`src/sv/tcp_splice_handshake_tracker_macros.svh`:
```
// assertion helpers shared by the tracker's modules
// each expects clk_i and rst_ni in the scope where it is used
`ifndef TCP_SPLICE_HANDSHAKE_TRACKER_MACROS_SVH
`define TCP_SPLICE_HANDSHAKE_TRACKER_MACROS_SVH

`ifndef NO_ASSERTIONS

// same-cycle implication
`define TST_ASSERT_IMP(lbl, ante, cons, msg) \
  lbl: assert property (@(posedge clk_i) disable iff (!rst_ni) (ante) |-> (cons)) \
    else $error(msg);

// next-cycle implication
`define TST_ASSERT_NXT(lbl, ante, cons, msg) \
  lbl: assert property (@(posedge clk_i) disable iff (!rst_ni) (ante) |=> (cons)) \
    else $error(msg);

`else

`define TST_ASSERT_IMP(lbl, ante, cons, msg)
`define TST_ASSERT_NXT(lbl, ante, cons, msg)

`endif

`endif

```
`src/sv/tst_pkg.sv`:
```
package tst_pkg;

  typedef enum logic [1:0] {
    OpSegment = 2'd0,
    OpConnect = 2'd1,
    OpRead    = 2'd2,
    OpFailure = 2'd3
  } op_e;

  typedef enum logic [1:0] {
    RegClientAddr = 2'd0,
    RegClientPort = 2'd1,
    RegServerAddr = 2'd2,
    RegServerPort = 2'd3
  } reg_e;

  localparam logic [5:0] FlagFin = 6'h01;
  localparam logic [5:0] FlagSyn = 6'h02;
  localparam logic [5:0] FlagRst = 6'h04;
  localparam logic [5:0] FlagPsh = 6'h08;
  localparam logic [5:0] FlagAck = 6'h10;

  localparam logic [7:0] ProtoTcp = 8'd6;

  localparam int unsigned HeaderBytes = 40;
  localparam int unsigned BufferBytes = 65536;

  localparam int unsigned QueueDepth = 2;
  localparam int unsigned QueuePtrW  = $clog2(QueueDepth);

  // classified event word handed from front to back
  typedef struct packed {
    op_e         op;
    logic        seg_ours;
    logic        flag_rst;
    logic        flag_fin;
    logic        flag_syn;
    logic [31:0] seq;
    logic [31:0] seq_p1;
    logic [31:0] seq_end;
    logic [16:0] len;
    logic        len_nz;
    logic        oversize;
    logic        success;
    logic [31:0] rnd;
    logic [31:0] rnd_p1;
  } cmd_t;

  typedef struct packed {
    logic        accepted;
    logic        send_segment;
    logic [31:0] send_sequence;
    logic [31:0] send_acknowledge;
    logic [5:0]  send_flags;
    logic [16:0] send_length;
    logic        deliver_local;
    logic        shutdown_local;
    logic        start_reading;
    logic        close_connection;
  } res_t;

endpackage

```
`src/sv/tst_front.sv`:
```
module tst_front (
  input  logic              clk_i,
  input  logic              rst_ni,
  input  logic              cfg_valid_i,
  input  logic [1:0]        cfg_index_i,
  input  logic [31:0]       cfg_data_i,
  input  logic [1:0]        op_i,
  input  logic              well_formed_i,
  input  logic [7:0]        ip_protocol_i,
  input  logic [31:0]       source_address_i,
  input  logic [31:0]       dest_address_i,
  input  logic [15:0]       source_port_i,
  input  logic [15:0]       dest_port_i,
  input  logic [5:0]        tcp_flags_i,
  input  logic [31:0]       sequence_number_i,
  input  logic [16:0]       data_length_i,
  input  logic              success_i,
  input  logic [31:0]       random_value_i,
  output tst_pkg::cmd_t     cmd_o
);

  logic [31:0] client_addr_q;
  logic [15:0] client_port_q;
  logic [31:0] server_addr_q;
  logic [15:0] server_port_q;
  logic [17:0] frame_bytes;

  always_ff @(posedge clk_i or negedge rst_ni) begin
    if (!rst_ni) begin
      client_addr_q <= '0;
      client_port_q <= '0;
      server_addr_q <= '0;
      server_port_q <= '0;
    end else if (cfg_valid_i) begin
      unique case (tst_pkg::reg_e'(cfg_index_i))
        tst_pkg::RegClientAddr: client_addr_q <= cfg_data_i;
        tst_pkg::RegClientPort: client_port_q <= cfg_data_i[15:0];
        tst_pkg::RegServerAddr: server_addr_q <= cfg_data_i;
        tst_pkg::RegServerPort: server_port_q <= cfg_data_i[15:0];
        default: ;
      endcase
    end
  end

  // header plus payload as it would sit in the send buffer
  assign frame_bytes = {1'b0, data_length_i} + 18'(tst_pkg::HeaderBytes);

  always_comb begin
    cmd_o          = '0;
    cmd_o.op       = tst_pkg::op_e'(op_i);
    cmd_o.seg_ours = well_formed_i && (ip_protocol_i == tst_pkg::ProtoTcp) &&
                     (source_address_i == client_addr_q) &&
                     (source_port_i == client_port_q) &&
                     (dest_address_i == server_addr_q) &&
                     (dest_port_i == server_port_q);
    cmd_o.flag_rst = |(tcp_flags_i & tst_pkg::FlagRst);
    cmd_o.flag_fin = |(tcp_flags_i & tst_pkg::FlagFin);
    cmd_o.flag_syn = |(tcp_flags_i & tst_pkg::FlagSyn);
    cmd_o.seq      = sequence_number_i;
    cmd_o.seq_p1   = sequence_number_i + 32'd1;
    cmd_o.seq_end  = sequence_number_i + 32'(data_length_i);
    cmd_o.len      = data_length_i;
    cmd_o.len_nz   = |data_length_i;
    cmd_o.oversize = frame_bytes > 18'(tst_pkg::BufferBytes);
    cmd_o.success  = success_i;
    cmd_o.rnd      = random_value_i;
    cmd_o.rnd_p1   = random_value_i + 32'd1;
  end

endmodule

```
`src/sv/tst_cmd_queue.sv`:
```
`include "tcp_splice_handshake_tracker_macros.svh"

module tst_cmd_queue (
  input  logic          clk_i,
  input  logic          rst_ni,
  input  logic          wr_i,
  input  tst_pkg::cmd_t wr_data_i,
  output logic          full_o,
  input  logic          rd_i,
  output logic          valid_o,
  output tst_pkg::cmd_t rd_data_o
);

  localparam int unsigned PtrW = tst_pkg::QueuePtrW;
  localparam int unsigned CntW = PtrW + 1;

  tst_pkg::cmd_t   mem_q [tst_pkg::QueueDepth];
  logic [PtrW-1:0] wr_ptr_q;
  logic [PtrW-1:0] rd_ptr_q;
  logic [CntW-1:0] count_q;
  logic            do_wr;
  logic            do_rd;

  assign full_o    = count_q == CntW'(tst_pkg::QueueDepth);
  assign valid_o   = count_q != '0;
  assign do_wr     = wr_i && !full_o;
  assign do_rd     = rd_i && valid_o;
  assign rd_data_o = mem_q[rd_ptr_q];

  always_ff @(posedge clk_i) begin
    if (do_wr) begin
      mem_q[wr_ptr_q] <= wr_data_i;
    end
  end

  always_ff @(posedge clk_i or negedge rst_ni) begin
    if (!rst_ni) begin
      wr_ptr_q <= '0;
      rd_ptr_q <= '0;
      count_q  <= '0;
    end else begin
      if (do_wr) begin
        wr_ptr_q <= PtrW'(wr_ptr_q + 1'b1);
      end
      if (do_rd) begin
        rd_ptr_q <= PtrW'(rd_ptr_q + 1'b1);
      end
      if (do_wr && !do_rd) begin
        count_q <= count_q + 1'b1;
      end else if (do_rd && !do_wr) begin
        count_q <= count_q - 1'b1;
      end
    end
  end

  `TST_ASSERT_IMP(a_cnt_bound, 1'b1, count_q <= CntW'(tst_pkg::QueueDepth), "queue overfilled")
  `TST_ASSERT_NXT(a_cnt_up, do_wr && !do_rd, count_q == $past(count_q) + 1'b1, "count lost a word")
  `TST_ASSERT_NXT(a_ptr_gap, do_rd && !do_wr && count_q == CntW'(1), wr_ptr_q == rd_ptr_q,
                  "pointers out of step when drained")

endmodule

```
`src/sv/tst_back.sv`:
```
`include "tcp_splice_handshake_tracker_macros.svh"

module tst_back (
  input  logic          clk_i,
  input  logic          rst_ni,
  input  logic          cmd_valid_i,
  input  tst_pkg::cmd_t cmd_i,
  output logic          cmd_ready_o,
  input  logic          pop_i,
  output logic          empty_o,
  output tst_pkg::res_t res_o
);

  logic        closed_q, closed_d;
  logic        connected_q, connected_d;
  logic        synack_q, synack_d;
  logic        est_q, est_d;
  logic [31:0] cinit_q, cinit_d;
  logic [31:0] cinit_p1_q, cinit_p1_d;
  logic [31:0] cnext_q, cnext_d;
  logic [31:0] cacked_q, cacked_d;
  logic [31:0] sinit_q, sinit_d;
  logic [31:0] sinit_p1_q, sinit_p1_d;
  logic [31:0] snext_q, snext_d;

  logic          out_valid_q;
  tst_pkg::res_t res_q, res_d;
  logic          load;
  logic          seq_hit;
  logic [31:0]   rd_seq;
  logic [31:0]   rd_end;

  assign cmd_ready_o = !out_valid_q || pop_i;
  assign load        = cmd_valid_i && cmd_ready_o;
  assign empty_o     = !out_valid_q;
  assign res_o       = res_q;

  assign seq_hit = cmd_i.seq == cnext_q;
  // first data byte goes one past the initial sequence
  assign rd_seq  = (snext_q == sinit_q) ? sinit_p1_q : snext_q;
  assign rd_end  = rd_seq + 32'(cmd_i.len);

  always_comb begin
    closed_d    = closed_q;
    connected_d = connected_q;
    synack_d    = synack_q;
    est_d       = est_q;
    cinit_d     = cinit_q;
    cinit_p1_d  = cinit_p1_q;
    cnext_d     = cnext_q;
    cacked_d    = cacked_q;
    sinit_d     = sinit_q;
    sinit_p1_d  = sinit_p1_q;
    snext_d     = snext_q;
    res_d       = '0;

    if (!closed_q) begin
      unique case (cmd_i.op)
        tst_pkg::OpSegment: begin
          if (cmd_i.seg_ours) begin
            res_d.accepted = 1'b1;
            if (cmd_i.flag_rst) begin
              closed_d               = 1'b1;
              res_d.close_connection = 1'b1;
            end else if (cmd_i.flag_fin) begin
              res_d.shutdown_local = 1'b1;
              if (synack_q) begin
                res_d.send_segment     = 1'b1;
                res_d.send_sequence    = snext_q;
                res_d.send_acknowledge = cacked_q;
                res_d.send_flags       = tst_pkg::FlagFin | tst_pkg::FlagAck;
              end
            end else if (!cmd_i.flag_syn && est_q) begin
              if (cmd_i.len_nz) begin
                // out of order data is dropped
                if (seq_hit) begin
                  res_d.deliver_local = 1'b1;
                  cnext_d             = cmd_i.seq_end;
                  cacked_d            = cmd_i.seq_end;
                end
              end else if (!seq_hit) begin
                if (!synack_q || cmd_i.seq == cinit_p1_q) begin
                  cnext_d  = cmd_i.seq;
                  cacked_d = cmd_i.seq;
                end
              end else begin
                cacked_d = cnext_q;
              end
            end else if (cmd_i.flag_syn) begin
              cinit_d    = cmd_i.seq;
              cinit_p1_d = cmd_i.seq_p1;
              cnext_d    = cmd_i.seq_p1;
              cacked_d   = cmd_i.seq_p1;
              if (connected_q) begin
                res_d.send_segment     = 1'b1;
                res_d.send_acknowledge = cmd_i.seq_p1;
                res_d.send_flags       = tst_pkg::FlagSyn | tst_pkg::FlagAck;
                if (!synack_q) begin
                  sinit_d             = cmd_i.rnd;
                  sinit_p1_d          = cmd_i.rnd_p1;
                  snext_d             = cmd_i.rnd;
                  synack_d            = 1'b1;
                  est_d               = 1'b1;
                  res_d.start_reading = 1'b1;
                  res_d.send_sequence = cmd_i.rnd;
                end else begin
                  // retransmitted syn gets the original syn-ack again
                  res_d.send_sequence = sinit_q;
                end
              end
            end else if (synack_q) begin
              // third ack of the handshake, maybe carrying data
              est_d = 1'b1;
              if (cmd_i.len_nz) begin
                if (seq_hit) begin
                  res_d.deliver_local = 1'b1;
                  cnext_d             = cmd_i.seq_end;
                  cacked_d            = cmd_i.seq_end;
                end
              end else begin
                cacked_d = cnext_q;
              end
              res_d.start_reading = 1'b1;
            end
          end
        end
        tst_pkg::OpConnect: begin
          if (!cmd_i.success) begin
            closed_d               = 1'b1;
            res_d.close_connection = 1'b1;
          end else begin
            connected_d = 1'b1;
            // client syn already seen, answer it now
            if (!synack_q && (cinit_q != '0)) begin
              sinit_d                = cmd_i.rnd;
              sinit_p1_d             = cmd_i.rnd_p1;
              snext_d                = cmd_i.rnd;
              synack_d               = 1'b1;
              res_d.send_segment     = 1'b1;
              res_d.send_sequence    = cmd_i.rnd;
              res_d.send_acknowledge = cinit_p1_q;
              res_d.send_flags       = tst_pkg::FlagSyn | tst_pkg::FlagAck;
            end
            res_d.start_reading = 1'b1;
          end
        end
        tst_pkg::OpRead: begin
          if (!cmd_i.success || !cmd_i.len_nz) begin
            if (synack_q) begin
              res_d.send_segment     = 1'b1;
              res_d.send_sequence    = snext_q;
              res_d.send_acknowledge = cacked_q;
              res_d.send_flags       = tst_pkg::FlagFin | tst_pkg::FlagAck;
            end
            closed_d               = 1'b1;
            res_d.close_connection = 1'b1;
          end else if (!synack_q || cmd_i.oversize) begin
            closed_d               = 1'b1;
            res_d.close_connection = 1'b1;
          end else begin
            res_d.send_segment     = 1'b1;
            res_d.send_sequence    = rd_seq;
            res_d.send_acknowledge = cacked_q;
            res_d.send_flags       = tst_pkg::FlagPsh | tst_pkg::FlagAck;
            res_d.send_length      = cmd_i.len;
            snext_d                = rd_end;
            res_d.start_reading    = 1'b1;
          end
        end
        tst_pkg::OpFailure: begin
          closed_d               = 1'b1;
          res_d.close_connection = 1'b1;
        end
        default: ;
      endcase
    end
  end

  always_ff @(posedge clk_i or negedge rst_ni) begin
    if (!rst_ni) begin
      closed_q    <= 1'b0;
      connected_q <= 1'b0;
      synack_q    <= 1'b0;
      est_q       <= 1'b0;
      cinit_q     <= '0;
      cinit_p1_q  <= 32'd1;
      cnext_q     <= '0;
      cacked_q    <= '0;
      sinit_q     <= '0;
      sinit_p1_q  <= 32'd1;
      snext_q     <= '0;
      out_valid_q <= 1'b0;
    end else begin
      if (load) begin
        closed_q    <= closed_d;
        connected_q <= connected_d;
        synack_q    <= synack_d;
        est_q       <= est_d;
        cinit_q     <= cinit_d;
        cinit_p1_q  <= cinit_p1_d;
        cnext_q     <= cnext_d;
        cacked_q    <= cacked_d;
        sinit_q     <= sinit_d;
        sinit_p1_q  <= sinit_p1_d;
        snext_q     <= snext_d;
        out_valid_q <= 1'b1;
      end else if (pop_i) begin
        out_valid_q <= 1'b0;
      end
    end
  end

  always_ff @(posedge clk_i) begin
    if (load) begin
      res_q <= res_d;
    end
  end

  `TST_ASSERT_NXT(a_closed_sticky, closed_q, closed_q, "closed connection reopened")
  `TST_ASSERT_NXT(a_closed_quiet, load && closed_q,
                  !res_q.accepted && !res_q.send_segment && !res_q.start_reading,
                  "closed connection produced a command")
  `TST_ASSERT_IMP(a_send_has_ack, out_valid_q && res_q.send_segment,
                  res_q.send_flags[4], "sent segment without ack flag")

endmodule

```
`src/sv/tcp_splice_handshake_tracker.sv`:
```
// Server side of one spliced TCP connection. Events (tunnel segment, local
// connect result, local read result, failure) are pushed in as words and each
// yields exactly one result word, in order, popped from the result side. The
// front compares the segment tuple against the four configuration registers
// and precomputes sums; a two-word queue then feeds the back, which updates
// the handshake flags and sequence numbers and parks the result in an output
// register. One event is taken per clock while full is low; while results
// are not popped the queue absorbs two more events before full rises. The
// user must write configuration only while no event is in flight; the block
// itself does not enforce this. cfg_ready_o is always high.
module tcp_splice_handshake_tracker (
  input  logic        clk_i,
  input  logic        rst_ni,
  input  logic        cfg_valid_i,
  output logic        cfg_ready_o,
  input  logic [1:0]  cfg_index_i,
  input  logic [31:0] cfg_data_i,
  input  logic        push,
  output logic        full,
  input  logic [1:0]  op_i,
  input  logic        well_formed_i,
  input  logic [7:0]  ip_protocol_i,
  input  logic [31:0] source_address_i,
  input  logic [31:0] dest_address_i,
  input  logic [15:0] source_port_i,
  input  logic [15:0] dest_port_i,
  input  logic [5:0]  tcp_flags_i,
  input  logic [31:0] sequence_number_i,
  input  logic [16:0] data_length_i,
  input  logic        success_i,
  input  logic [31:0] random_value_i,
  output logic        empty,
  input  logic        pop,
  output logic        accepted_o,
  output logic        send_segment_o,
  output logic [31:0] send_sequence_o,
  output logic [31:0] send_acknowledge_o,
  output logic [5:0]  send_flags_o,
  output logic [16:0] send_length_o,
  output logic        deliver_local_o,
  output logic        shutdown_local_o,
  output logic        start_reading_o,
  output logic        close_connection_o
);

  tst_pkg::cmd_t front_cmd;
  tst_pkg::cmd_t back_cmd;
  tst_pkg::res_t res;
  logic          back_valid;
  logic          back_ready;

  assign cfg_ready_o = 1'b1;

  tst_front u_front (
    .clk_i             (clk_i),
    .rst_ni            (rst_ni),
    .cfg_valid_i       (cfg_valid_i),
    .cfg_index_i       (cfg_index_i),
    .cfg_data_i        (cfg_data_i),
    .op_i              (op_i),
    .well_formed_i     (well_formed_i),
    .ip_protocol_i     (ip_protocol_i),
    .source_address_i  (source_address_i),
    .dest_address_i    (dest_address_i),
    .source_port_i     (source_port_i),
    .dest_port_i       (dest_port_i),
    .tcp_flags_i       (tcp_flags_i),
    .sequence_number_i (sequence_number_i),
    .data_length_i     (data_length_i),
    .success_i         (success_i),
    .random_value_i    (random_value_i),
    .cmd_o             (front_cmd)
  );

  tst_cmd_queue u_queue (
    .clk_i     (clk_i),
    .rst_ni    (rst_ni),
    .wr_i      (push),
    .wr_data_i (front_cmd),
    .full_o    (full),
    .rd_i      (back_ready),
    .valid_o   (back_valid),
    .rd_data_o (back_cmd)
  );

  tst_back u_back (
    .clk_i       (clk_i),
    .rst_ni      (rst_ni),
    .cmd_valid_i (back_valid),
    .cmd_i       (back_cmd),
    .cmd_ready_o (back_ready),
    .pop_i       (pop),
    .empty_o     (empty),
    .res_o       (res)
  );

  assign accepted_o         = res.accepted;
  assign send_segment_o     = res.send_segment;
  assign send_sequence_o    = res.send_sequence;
  assign send_acknowledge_o = res.send_acknowledge;
  assign send_flags_o       = res.send_flags;
  assign send_length_o      = res.send_length;
  assign deliver_local_o    = res.deliver_local;
  assign shutdown_local_o   = res.shutdown_local;
  assign start_reading_o    = res.start_reading;
  assign close_connection_o = res.close_connection;

endmodule

```
`config.mk`:
```
export PLATFORM = sky130hd
export DESIGN_NAME = tcp_splice_handshake_tracker
export DESIGN_NICKNAME = d
export VERILOG_FILES = /design/src/sv/tst_pkg.sv /design/src/sv/tst_front.sv /design/src/sv/tst_cmd_queue.sv /design/src/sv/tst_back.sv /design/src/sv/tcp_splice_handshake_tracker.sv
export VERILOG_INCLUDE_DIRS = /design/src /design/src/sv
export SDC_FILE = /design/constraint.sdc
export NUM_CORES = 2
export LEC_CHECK = 0
export BUFFER_PORTS_ARGS = -buffer_cell sky130_fd_sc_hd__buf_2
export CORE_ASPECT_RATIO = 0.75
export CORE_MARGIN = 4
export CORE_UTILIZATION = 35
export CTS_BUF_LIST = sky130_fd_sc_hd__clkbuf_2
export DETAILED_ROUTE_END_ITERATION = 8
export SLEW_MARGIN = 20
export SYNTH_ARGS = -nofsm -noshare
export SYNTH_HDL_FRONTEND = slang
export SYNTH_SLANG_ARGS = --single-unit
```
`constraint.sdc`:
```
create_clock -name clk_i -period 17.8 [get_ports clk_i]
set_input_delay 3.56 -clock clk_i [delete_from_list [all_inputs] [get_ports clk_i]]
set_output_delay 3.56 -clock clk_i [all_outputs]
set_load 0.01 [all_outputs]
```
==> metrics.txt <==
outcome complete, no violations; site row count between 100 and 150; Clock Skews 0.1601 ns; kind of critical path register to register; Worst Setup EP u_back.snext_q[18]; Reg-to-Reg Start u_back.snext_q[25]; final RePlAce weighted congestion slightly below 0.9; Syn Inst Count a little over 3,000; RSZ-0062 raised after global routing false; Setup-failing EPs final 0; Die Span Y just under 300 um; vias per inst between 5 and 6; die area roughly 110,000 sq um; max_cap viols 0; Netlist cell types between 80 and 90; leakage power ~17 nW; clock-pin slew on the worst setup and hold paths between 0.1 and 0.15 ns; layout cells sized above 1 about 27%; Avg WL per Cell roughly 23 um; number of global-route vias before repair around 26,000; initial antenna violation count 29; final hold violations 0; dpl cell area approximately 41,000 sq um; I/O pin cnt 330; global-route wire length before repair about 170,000 um; r2r setup slk approximately 12 ns; setup bufs post-CTS 0; Final period util around a third; Final Max Tran Viols 0; Post-synth EDFFs between 400 and 500; crit path from u_back.snext_q[25]; Mean Syn Cell Area ~12 sq um; pwr/cell area 134.8 nW/um^2; worst path required time between 15 and 20 ns; CTS root buf clkbuf_2; share of flip-flops with an asynchronous set or reset between 40 and 50%; measured slew at the worst slew-check pin approximately 1.1 ns; cts hold-fix bufs 0; Seq cells post-synth 791; Core ar. roughly 110,000 sq um; area delta synth->final 13.75%; WP data arrival 7.22 ns; Crit Path Max Fanout 35; Die W roughly 390 um; Post-CTS Resized 0; Post-DP HPWL approximately 80,000 um; Hold WC Path Type register to register; path depth of the worst reg2reg path 15; worst skew pair latency roughly 1.5 ns; Post-Route WL approximately 120,000 um; Slew HR about a quarter; initial core utilization a little over a third; DRC viols 0; setup_tns 0 ns; H-tree levels 4; grt ovf 0; Startpoint Class register; Clock Sinks around 800; 1st-iter DRT viols 2,478; largest net degree at the start of global routing ~120; ys flop type edfxtp_1; via count roughly 27,000; Detailed Routing Iterations Pass 1 5; CTS buffer count 199; Netlist Area Pre-Place roughly 38,000 sq um; crit end category register; post-synthesis sequential area ratio 58.51%; Yosys Warn Count 0; FF-to-FF End u_back.snext_q[18]; CTS max path bufs 3; IO buf count ~320; Final nets between 3,000 and 4,000; Final min period 5.882 ns; Tot GR Track Use approximately 20%; max frequency approximately 0.17 GHz; Filler cells roughly 10,000; CTS tree done; post-route ant nets 0; Peak supply drop ~130 uV; Finished Cell Area 42,990 sq um
==> cell families after synthesis <==
kind of cell / after synthesis / synth area share [%]
compound gates: 654 / 12.33
buf+inv: 230 / 2.536
xor+xnor: 278 / 6.443
mux: 334 / 9.967
fa+ha+maj: 40 / 1.364
simple gates: 707 / 8.834
other cells: 2 / 0.01987
flops: 791 / 58.51
==> cell usage in the layout (no fill, tap or decap), types with 11 or more instances in the layout <==
cell type | netlist | final
a21oi_1 | 118 | 118
o21ai_1 | 35 | 34
diode_2 | 0 | 19
ha_1 | 38 | 38
mux2i_2 | 17 | 17
nor2b_1 | 25 | 24
nand3_1 | 43 | 42
a31oi_1 | 45 | 45
o22ai_1 | 42 | 42
o2bb2ai_1 | 38 | 38
clkbuf_2 | 0 | 315
nor3_1 | 21 | 20
edfxtp_1 | 462 | 462
a221oi_1 | 63 | 63
xor2_1 | 93 | 93
nand2b_1 | 26 | 25
o2bb2ai_2 | 30 | 30
buf_2 | 10 | 322
mux2_2 | 187 | 187
clkinv_1 | 0 | 36
o21ai_0 | 125 | 125
mux2i_4 | 10 | 11
xnor2_1 | 185 | 185
nor4_1 | 49 | 49
nand4_1 | 42 | 42
a21o_1 | 17 | 17
a211oi_1 | 11 | 11
a22o_1 | 23 | 23
a222oi_1 | 33 | 33
nand2_1 | 214 | 212
and3_1 | 28 | 26
nor2_1 | 219 | 215
buf_4 | 6 | 40
inv_1 | 70 | 69
mux2i_1 | 120 | 119
dfrtp_1 | 327 | 325
==> per-layer routing <==
layer,part of all wire (%),vias up,track usage [%]
li1,-,12351,-
met1,46,13340,29.02
met3,9.2,196,6.123
met5,0.099,-,0
met2,42,1073,28.43
met4,2.1,20,5.940
==> state kept, by name, summed over array words and instances (netlist names), 2 cells and up <==
| register | count |
|---|---|
| u_front.client_addr_q | 32 |
| u_front.server_addr_q | 32 |
| u_back.cnext_q | 32 |
| u_queue.count_q | 2 |
| u_back.res_o | 90 |
| u_front.server_port_q | 16 |
| u_back.cinit_q | 32 |
| u_queue.mem_q | 372 |
| u_back.sinit_q | 32 |
| u_back.sinit_p1_q | 32 |
| u_back.snext_q | 32 |
| u_back.cinit_p1_q | 32 |
| u_front.client_port_q | 16 |
| u_back.cacked_q | 32 |
==> final cells by class <==
type | instances | area, sq um | share of cell area [%]
flip-flops and latches | 791 | 22110 | 51.45
repair buffers | 364 | 1947 | 4.529
multi-input cells | 2016 | 14880 | 34.61
well taps | 1431 | 1790 | 4.165
diodes | 19 | 47.55 | 0.1106
clock buffers | 315 | 1577 | 3.668
clock inverters | 56 | 365.4 | 0.8499
inverters | 71 | 269.0 | 0.6258
==> stage by stage <==
stage | cells | hold slack [ns] | utilization, % | total power [mW] | worst slack (ns)
after CTS | 5044 | 0.4887 | 40.03 | 5.840 | 11.73
after detailed placement | 4673 | 0.4712 | 38.22 | 4.504 | 10.92
after floorplan | 3037 | 0.4502 | - | 3.885 | 5.703
after global placement | 4673 | 0.4608 | 38.22 | 4.478 | 10.92
final | 5063 | 0.4897 | 40.09 | 5.795 | 11.92
after global routing | 5053 | 0.5056 | 40.07 | 6.125 | 11.71
==> worst min-delay path by stage <==
stage | startpoint | endpoint | slack, ns | cells past startpoint
final | u_back.cinit_p1_q[0] | u_back.cinit_p1_q[0] | 0.49 | 2
after global routing | u_back.cinit_p1_q[0] | u_back.cinit_p1_q[0] | 0.51 | 2
after CTS | u_back.cinit_p1_q[0] | u_back.cinit_p1_q[0] | 0.49 | 2
after detailed placement | u_back.cinit_q[24] | u_back.cinit_q[24] | 0.47 | 2
after global placement | u_back.cinit_q[5] | u_back.cinit_q[5] | 0.46 | 2
after floorplan | u_back.cinit_q[16] | u_back.cinit_q[16] | 0.45 | 2
==> Yosys cell counts, types with 33 or more instances <==
| master | instances | area [sq um] |
|---|---|---|
| a221oi_1 | 63 | 551.8 |
| a21oi_1 | 118 | 590.6 |
| clkbuf_1 | 119 | 446.7 |
| o22ai_1 | 42 | 262.8 |
| mux2_2 | 187 | 2106 |
| dfrtp_1 | 327 | 8183 |
| inv_1 | 70 | 262.8 |
| nand3_1 | 43 | 215.2 |
| nor4_1 | 49 | 306.5 |
| a31oi_1 | 45 | 281.5 |
| o21ai_1 | 35 | 175.2 |
| nand2_1 | 214 | 803.3 |
| nor2_1 | 219 | 822.0 |
| ha_1 | 38 | 475.5 |
| nand4_1 | 42 | 262.8 |
| edfxtp_1 | 462 | 13870 |
| mux2i_1 | 120 | 1201 |
| xnor2_1 | 185 | 1620 |
| a222oi_1 | 33 | 330.3 |
| o2bb2ai_1 | 38 | 332.8 |
| xor2_1 | 93 | 814.5 |
| o21ai_0 | 125 | 625.6 |
==> power breakdown <==
group          switching (mW)  internal [mW]  leakage [nW]
Sequential              0.221           2.41          8.68
Clock                   0.784          0.532          1.48
Combinational            1.18          0.676          6.77
Total                    2.18           3.61          16.9
==> critical path, stage by stage, from the launching register on <==
cell	delay, ns
dfrtp_1	0.48
xor2_1	0.21
nor4_1	0.54
nand4_1	0.42
nor2_4	0.44
buf_4	0.56
mux2_2	0.43
ha_1	0.34
a21oi_1	0.29
nor2_1	0.08
a32o_1	0.26
a41oi_1	0.52
nand2_1	0.37
a2111o_1	0.49
a31oi_1	0.18
o21ai_0	0.10
Power figures use the tool's default switching activity.
